<file path="src/hw/rtl/mcsw_pkg.sv">
package mcsw_pkg;

    localparam int MAX_CHIPS = 12;
    localparam int IDX_W     = (MAX_CHIPS > 1) ? $clog2(MAX_CHIPS) : 1;

    localparam logic [3:0]  CHIPS_IN_USE_RST   = 4'd1;
    localparam logic [2:0]  MISS_LIMIT_RST     = 3'd5;
    localparam logic [31:0] WRAP_LIMIT_RST     = 32'd5000000;
    localparam logic [15:0] GIVEUP_LIMIT_RST   = 16'd50;
    localparam logic        RESTART_ENABLE_RST = 1'b0;

    localparam logic [2:0]  MISS_MAX  = 3'd7;
    localparam logic [15:0] TOTAL_MAX = 16'hFFFF;

    typedef enum logic [2:0] {
        CFG_CHIPS_IN_USE   = 3'd0,
        CFG_MISS_LIMIT     = 3'd1,
        CFG_WRAP_LIMIT     = 3'd2,
        CFG_GIVEUP_LIMIT   = 3'd3,
        CFG_RESTART_ENABLE = 3'd4
    } cfg_idx_t;

    typedef struct packed {
        logic [3:0]  chips_in_use;
        logic [2:0]  miss_limit;
        logic [31:0] wrap_limit;
        logic [15:0] giveup_limit;
        logic        restart_enable;
    } cfg_t;

    typedef struct packed {
        logic [3:0]  chip_index;
        logic [31:0] submit_count;
        logic        chips_ready;
    } sample_t;

    typedef struct packed {
        logic        clear_counters;
        logic        reset_chips;
        logic        give_up;
        logic [15:0] reset_total;
    } result_t;

endpackage

</file>
<file path="src/hw/rtl/mcsw_core.sv">
module mcsw_core (
    input  logic             clk,
    input  logic             rst_n,
    input  logic             step,
    input  mcsw_pkg::sample_t sample,
    input  mcsw_pkg::cfg_t    cfg,
    output mcsw_pkg::result_t result
);

    logic [31:0] last_count_reg  [mcsw_pkg::MAX_CHIPS];
    logic [31:0] last_count_next [mcsw_pkg::MAX_CHIPS];
    logic [2:0]  miss_count_reg  [mcsw_pkg::MAX_CHIPS];
    logic [2:0]  miss_count_next [mcsw_pkg::MAX_CHIPS];
    logic        fail_pending_reg;
    logic        fail_pending_next;
    logic        scan_skipped_reg;
    logic        scan_skipped_next;
    logic [15:0] resets_done_reg;
    logic [15:0] resets_done_next;

    logic [31:0] n_active;
    logic [31:0] c_wide;
    logic [mcsw_pkg::IDX_W-1:0] idx;
    logic [31:0] last_sel;
    logic [2:0]  miss_inc;
    logic        skip;
    logic        fail;
    logic        give_up;

    always_comb
    begin
        n_active = (32'(cfg.chips_in_use) > 32'(mcsw_pkg::MAX_CHIPS))
                   ? 32'(mcsw_pkg::MAX_CHIPS) : 32'(cfg.chips_in_use);
        c_wide   = 32'(sample.chip_index);
        idx      = mcsw_pkg::IDX_W'(sample.chip_index);
        last_sel = 32'd0;
        miss_inc = 3'd0;
        skip     = scan_skipped_reg;
        fail     = fail_pending_reg;
        give_up  = (sample.chip_index == 4'd0) && cfg.restart_enable
                   && (resets_done_reg > cfg.giveup_limit);

        last_count_next   = last_count_reg;
        miss_count_next   = miss_count_reg;
        fail_pending_next = fail_pending_reg;
        scan_skipped_next = scan_skipped_reg;
        resets_done_next  = resets_done_reg;

        result                = '0;
        result.reset_total    = resets_done_reg;

        if (give_up)
        begin
            result.give_up = 1'b1;
        end
        else if (c_wide < n_active)
        begin
            last_sel = last_count_reg[idx];
            if (sample.chip_index == 4'd0)
            begin
                skip = 1'b0;
            end
            scan_skipped_next = skip;
            if (sample.chips_ready && !skip)
            begin
                if (last_sel < sample.submit_count)
                begin
                    if (sample.submit_count > cfg.wrap_limit)
                    begin
                        for (int i = 0; i < mcsw_pkg::MAX_CHIPS; i++)
                        begin
                            if (32'(i) < n_active)
                            begin
                                last_count_next[i] = 32'd0;
                                miss_count_next[i] = 3'd0;
                            end
                        end
                        result.clear_counters = 1'b1;
                        scan_skipped_next     = 1'b1;
                    end
                    else
                    begin
                        miss_count_next[idx] = 3'd0;
                        last_count_next[idx] = sample.submit_count;
                    end
                end
                else if (last_sel != 32'd0)
                begin
                    miss_inc = (miss_count_reg[idx] < mcsw_pkg::MISS_MAX)
                               ? miss_count_reg[idx] + 3'd1 : miss_count_reg[idx];
                    if (miss_inc >= cfg.miss_limit)
                    begin
                        fail = 1'b1;
                        for (int i = 0; i < mcsw_pkg::MAX_CHIPS; i++)
                        begin
                            if (32'(i) < n_active)
                            begin
                                miss_count_next[i] = 3'd0;
                            end
                        end
                    end
                    else
                    begin
                        miss_count_next[idx] = miss_inc;
                    end
                end
            end
            if ((c_wide == n_active - 32'd1) && fail)
            begin
                result.reset_chips = 1'b1;
                if (resets_done_reg < mcsw_pkg::TOTAL_MAX)
                begin
                    resets_done_next = resets_done_reg + 16'd1;
                end
                fail = 1'b0;
            end
            fail_pending_next  = fail;
            result.reset_total = resets_done_next;
        end
    end

    always_ff @(posedge clk or negedge rst_n)
    begin
        if (!rst_n)
        begin
            for (int i = 0; i < mcsw_pkg::MAX_CHIPS; i++)
            begin
                last_count_reg[i] <= 32'd0;
                miss_count_reg[i] <= 3'd0;
            end
            fail_pending_reg <= 1'b0;
            scan_skipped_reg <= 1'b0;
            resets_done_reg  <= 16'd0;
        end
        else if (step)
        begin
            last_count_reg   <= last_count_next;
            miss_count_reg   <= miss_count_next;
            fail_pending_reg <= fail_pending_next;
            scan_skipped_reg <= scan_skipped_next;
            resets_done_reg  <= resets_done_next;
        end
    end

endmodule

</file>
<file path="src/hw/rtl/multi_channel_stall_watchdog_unit.sv">
// Channel  | Handshake           | Payload
// ---------+---------------------+-------------------------------------------------
// in       | in_valid/in_ready   | chip_index, submit_count, chips_ready
// out      | out_valid/out_ready | clear_counters, reset_chips, give_up, reset_total
// cfg      | cfg_valid/cfg_ready | cfg_index, cfg_data
//
// One item per cycle sustained while the output is not stalled; an accepted item
// is held in the input register and its result in the output register until it leaves.
// The watchdog state is updated in the same cycle the result is registered.
// rst_n clears the watchdog counts and flags and the valid bits, and loads the default register values.
// A stalled output holds the result; the input register takes one more item,
// then in_ready drops until the result leaves.
module multi_channel_stall_watchdog_unit (
    input  logic        clk,
    input  logic        rst_n,
    input  logic        in_valid,
    output logic        in_ready,
    input  logic [3:0]  chip_index,
    input  logic [31:0] submit_count,
    input  logic        chips_ready,
    output logic        out_valid,
    input  logic        out_ready,
    output logic        clear_counters,
    output logic        reset_chips,
    output logic        give_up,
    output logic [15:0] reset_total,
    input  logic        cfg_valid,
    output logic        cfg_ready,
    input  logic [2:0]  cfg_index,
    input  logic [31:0] cfg_data
);

    mcsw_pkg::cfg_t    cfg_reg;
    mcsw_pkg::sample_t sample_reg;
    logic              sample_valid_reg;
    mcsw_pkg::result_t result_reg;
    mcsw_pkg::result_t result_next;
    logic              out_valid_reg;
    logic              out_free;
    logic              step;

    assign cfg_ready = 1'b1;
    assign out_free  = !out_valid_reg || out_ready;
    assign step      = sample_valid_reg && out_free;
    assign in_ready  = !sample_valid_reg || out_free;

    always_ff @(posedge clk or negedge rst_n)
    begin
        if (!rst_n)
        begin
            cfg_reg.chips_in_use   <= mcsw_pkg::CHIPS_IN_USE_RST;
            cfg_reg.miss_limit     <= mcsw_pkg::MISS_LIMIT_RST;
            cfg_reg.wrap_limit     <= mcsw_pkg::WRAP_LIMIT_RST;
            cfg_reg.giveup_limit   <= mcsw_pkg::GIVEUP_LIMIT_RST;
            cfg_reg.restart_enable <= mcsw_pkg::RESTART_ENABLE_RST;
        end
        else if (cfg_valid && cfg_ready)
        begin
            case (cfg_index)
                mcsw_pkg::CFG_CHIPS_IN_USE:   cfg_reg.chips_in_use   <= cfg_data[3:0];
                mcsw_pkg::CFG_MISS_LIMIT:     cfg_reg.miss_limit     <= cfg_data[2:0];
                mcsw_pkg::CFG_WRAP_LIMIT:     cfg_reg.wrap_limit     <= cfg_data;
                mcsw_pkg::CFG_GIVEUP_LIMIT:   cfg_reg.giveup_limit   <= cfg_data[15:0];
                mcsw_pkg::CFG_RESTART_ENABLE: cfg_reg.restart_enable <= cfg_data[0];
                default:                      ;
            endcase
        end
    end

    always_ff @(posedge clk or negedge rst_n)
    begin
        if (!rst_n)
        begin
            sample_valid_reg <= 1'b0;
            out_valid_reg    <= 1'b0;
        end
        else
        begin
            if (in_ready)
            begin
                sample_valid_reg <= in_valid;
            end
            if (out_free)
            begin
                out_valid_reg <= step;
            end
        end
    end

    always_ff @(posedge clk)
    begin
        if (in_valid && in_ready)
        begin
            sample_reg.chip_index   <= chip_index;
            sample_reg.submit_count <= submit_count;
            sample_reg.chips_ready  <= chips_ready;
        end
        if (step)
        begin
            result_reg <= result_next;
        end
    end

    mcsw_core u_core (
        .clk    (clk),
        .rst_n  (rst_n),
        .step   (step),
        .sample (sample_reg),
        .cfg    (cfg_reg),
        .result (result_next)
    );

    assign out_valid      = out_valid_reg;
    assign clear_counters = result_reg.clear_counters;
    assign reset_chips    = result_reg.reset_chips;
    assign give_up        = result_reg.give_up;
    assign reset_total    = result_reg.reset_total;

endmodule

</file>
<file path="config.mk">
export PLATFORM = sky130hd
export DESIGN_NAME = multi_channel_stall_watchdog_unit
export DESIGN_NICKNAME = d
export VERILOG_FILES = /design/src/hw/rtl/mcsw_pkg.sv /design/src/hw/rtl/mcsw_core.sv /design/src/hw/rtl/multi_channel_stall_watchdog_unit.sv
export SDC_FILE = /design/constraint.sdc
export NUM_CORES = 1
export LEC_CHECK = 0
export BUFFER_PORTS_ARGS = -buffer_cell sky130_fd_sc_hd__buf_2
export CORE_MARGIN = 2
export CORE_UTILIZATION = 25
export CTS_BUF_LIST = sky130_fd_sc_hd__clkbuf_4 sky130_fd_sc_hd__clkbuf_8 sky130_fd_sc_hd__clkbuf_16
export DETAILED_ROUTE_END_ITERATION = 8
export PLACE_DENSITY_LB_ADDON = 0.08
export SLEW_MARGIN = 20
export SYNTH_ARGS = -nofsm -noshare
export SYNTH_HDL_FRONTEND = slang
export SYNTH_SLANG_ARGS = --single-unit
</file>
<file path="constraint.sdc">
create_clock -name clk -period 10.4 [get_ports clk]
set_clock_uncertainty 0.1 [all_clocks]
set_input_delay 1.04 -clock clk [delete_from_list [all_inputs] [get_ports clk]]
set_output_delay 1.04 -clock clk [all_outputs]
set_load 0.005 [all_outputs]
</file>
==> flow_metrics.tcl <==
set metrics [dict create \
    outcome "finished, final reports clean" \
    hold_viol_final 0 \
    route.detailed.drc 0 \
    critical_path_required_ns 10.85 \
    synthToLayoutAreaGrowth_pct 16.2 \
    dieWidth_um 335 \
    cts_resized 0 \
    synth-warning-count 0 \
    cp.buffers_inverters 3 \
    root_buffer "clkbuf_16" \
    vias 20300 \
    drt-total-wl_um 99600 \
    placed_cell_area_um2 29400 \
    die_y_um 335 \
    fmax_mhz 136 \
    htree_levels 3 \
    grt_pass1_wl_um 149000 \
    regArea_um2 14100 \
    reg2reg_depth 16 \
    period_share_pct 70.9 \
    antenna_left 0 \
    max_stage_delay_ns 1.07 \
    critical_path.cell_chain "nor2b_4 > buf_4 > a22oi_1 > nand2_1 > ha_1 > or2_2 > a211oi_1 > or4_1 > o211ai_1 > a211o_1 > nor2_4 > buf_12 > nand2_1 > nor2_4 > buf_4 > a22o_1" \
    cts_sinks 552 \
    detail_route.wl_per_cell_um 24.9 \
    avgSynthCellArea_um2 10.9 \
    place.gp.congestion 0.774 \
    cts_hold_buf 0 \
    post-dp-hpwl_um 58400 \
    ys_types 71 \
    startpoint_type "flip-flop" \
    crit_path_end_kind "flip-flop" \
    async_flop_share_pct 89.9 \
    cp_max_fo 198 \
    fin_area_um2 31700 \
    p_per_area_nw_per_um2 215 \
    setup_slack_ns 3.03 \
    dp_slack_ns 3.03 \
    cap_violations 0 \
    filler_cell_count 11100 \
    drt-initial-drc-count 1608 \
    initial_core_util_pct 25.2 \
    p_leak_uw 0.0143 \
    finalPower_uw 6830 \
    synth_area_um2 27300 \
    reg2reg_to "u_core.last_count_reg[113]" \
    crit_start "sample_reg[35]" \
    slew_headroom_pct 26.3 \
    syn_nets 2683 \
    cts-buffers-inserted 68 \
    grt_pass1_vias 21400 \
    grt_setup_unrepaired "no" \
    final_core_util_pct 29.2 \
    slew_viol_final 0 \
    reg2reg_from "sample_reg[35]" \
    num_io_pins 99 \
    peakVddDrop_uv 110 \
    critical_path_class "flip-flop to flip-flop" \
    grt_usage_pct 17.9 \
    antenna_found_initial 0 \
    tightest_slew_ns 1.11 \
    die_area_um2 112000 \
    rows 121 \
    cts_buffer_depth 3 \
    layout-drive-gt1-share_pct 17.8 \
    final-setup-viol-count 0 \
    grt_overflow 0 \
    yosysSeqAreaShare_pct 51.7 \
    grt_start_max_net_pins 199 \
    nets 2712 \
    postCtsSetupBuffers 0 \
    netlist_instances 2513 \
    slowest_stage "edfxtp_1" \
    fin_crit_ns 7.37 \
    clk_pin_slew_ns 0.06 \
    ys.flop_type "dfrtp_1" \
    largest_reg_flops 384 \
    port-buffer-count 97 \
    clk_latency_ns 0.63 \
    fin_setup_tns_ns 0 \
    min_path_type "primary input to asynchronous set/reset pin" \
    cp_data_arrival_time_ns 7.82 \
    first_pass_iters 7 \
    cp_top_family "simple AND/OR/NAND/NOR gates" \
    multi_input_area_um2 11600 \
    synth_edf_count 56 \
    ys_ff_latch 552 \
    cts_tree "yes" \
    avgViaCountPerCell 5.08 \
    coreArea_um2 109000 \
    reg2reg_slack_ns 3.03 \
]
-- cell usage in the layout (no fill, tap or decap), types with 55 or more instances in the layout --
master,instances
mux4_2,104
dfrtp_1,482
clkbuf_16,70
edfxtp_1,56
buf_4,55
nand3_1,236
buf_2,96
ha_1,93
nand2_1,317
o21ai_0,190
inv_1,229
a22o_1,188
-- worst max path at each step --
stage	slack, ns	cells past startpoint	end
2_1_floorplan	5.72	17	reset_total[13]
3_3_place_gp	3.02	16	u_core.last_count_reg[124]
3_5_place_dp	3.03	16	u_core.last_count_reg[124]
4_1_cts	2.98	16	u_core.last_count_reg[114]
5_1_grt	2.68	16	u_core.last_count_reg[108]
6_report	3.03	16	u_core.last_count_reg[113]
-- final cells by class --
class | count | area share (%)
sequential | 552 | 44.5
tap | 1414 | 5.58
multi-input combinational | 1533 | 36.7
antenna | 1 | 0.00789
clock buffer | 100 | 6.53
clock inverter | 18 | 0.867
timing repair buffer | 157 | 3.15
inverter | 230 | 2.72
-- kinds of logic (layout without fill, tap and decap cells) --
kind of cell | after synthesis | count (layout) | share of synthesized area, %
AO/OA/AOI/OAI | 564 | 564 | 14.8
XOR/XNOR | 26 | 26 | 0.834
adder cells (fa/ha/maj) | 93 | 93 | 4.26
buffers and inverters | 428 | 505 | 6.44
flip-flops | 552 | 552 | 51.7
multiplexers | 139 | 139 | 9.99
other | 1 | 2 | 0.0137
AND/OR/NAND/NOR | 710 | 710 | 12.0
-- metal layers --
| layer | vias up | global-route usage (%) | part of all wire [%] |
|---|---|---|---|
| li1 | 9059 | - | - |
| met1 | 10600 | 25.0 | 46 |
| met2 | 568 | 28.7 | 47 |
| met3 | 138 | 2.90 | 4.9 |
| met4 | 0 | 4.78 | 2.2 |
| met5 | - | 0 | 0 |
-- stage by stage --
stage / cells / hold WS [ns]
2_1_floorplan: 2513 / 0.333
3_3_place_gp: 3885 / 0.345
3_5_place_dp: 3885 / 0.351
4_1_cts: 4003 / 0.326
5_1_grt: 4004 / 0.368
6_report: 4005 / 0.333
-- cell usage after synthesis (6+ instances only) --
cell type    n  area (µm²)
edfxtp_1    56        1680
o2111ai_2    8         120
inv_1      229         860
dfstp_2     14         368
buf_4        9        67.6
dfrtp_1    482       12100
nand3_1    236        1180
nor4_1      14        87.6
nor2_1      42         158
a211o_1     12         105
xnor2_1     26         228
nand2_1    317        1190
mux2i_1      7        70.1
nor3_1      21         105
clkbuf_1   121         454
o31ai_1     39         293
ha_1        93        1160
buf_2       52         260
a21oi_1     34         170
o21ai_0    191         956
buf_1        9        33.8
a211oi_1     6        45.0
and3_1      15        93.8
mux2_2      27         304
a22o_1     188        1650
a22oi_1     32         240
buf_6        7        78.8
nand2b_1    12        75.1
nor2b_1     10        62.6
mux4_2     104        2340
nand4_1     15        93.8
a21o_1      12        90.1
-- power breakdown --
| part | total (µW) | leakage (µW) | switching [µW] | internal, µW |
|---|---|---|---|---|
| Sequential | 2970 | 0.00702 | 288 | 2680 |
| Clock | 2510 | 0.00118 | 979 | 1530 |
| Combinational | 1350 | 0.00606 | 753 | 599 |
| Total | 6830 | 0.0143 | 2020 | 4810 |
Power figures use the tool's default switching activity.
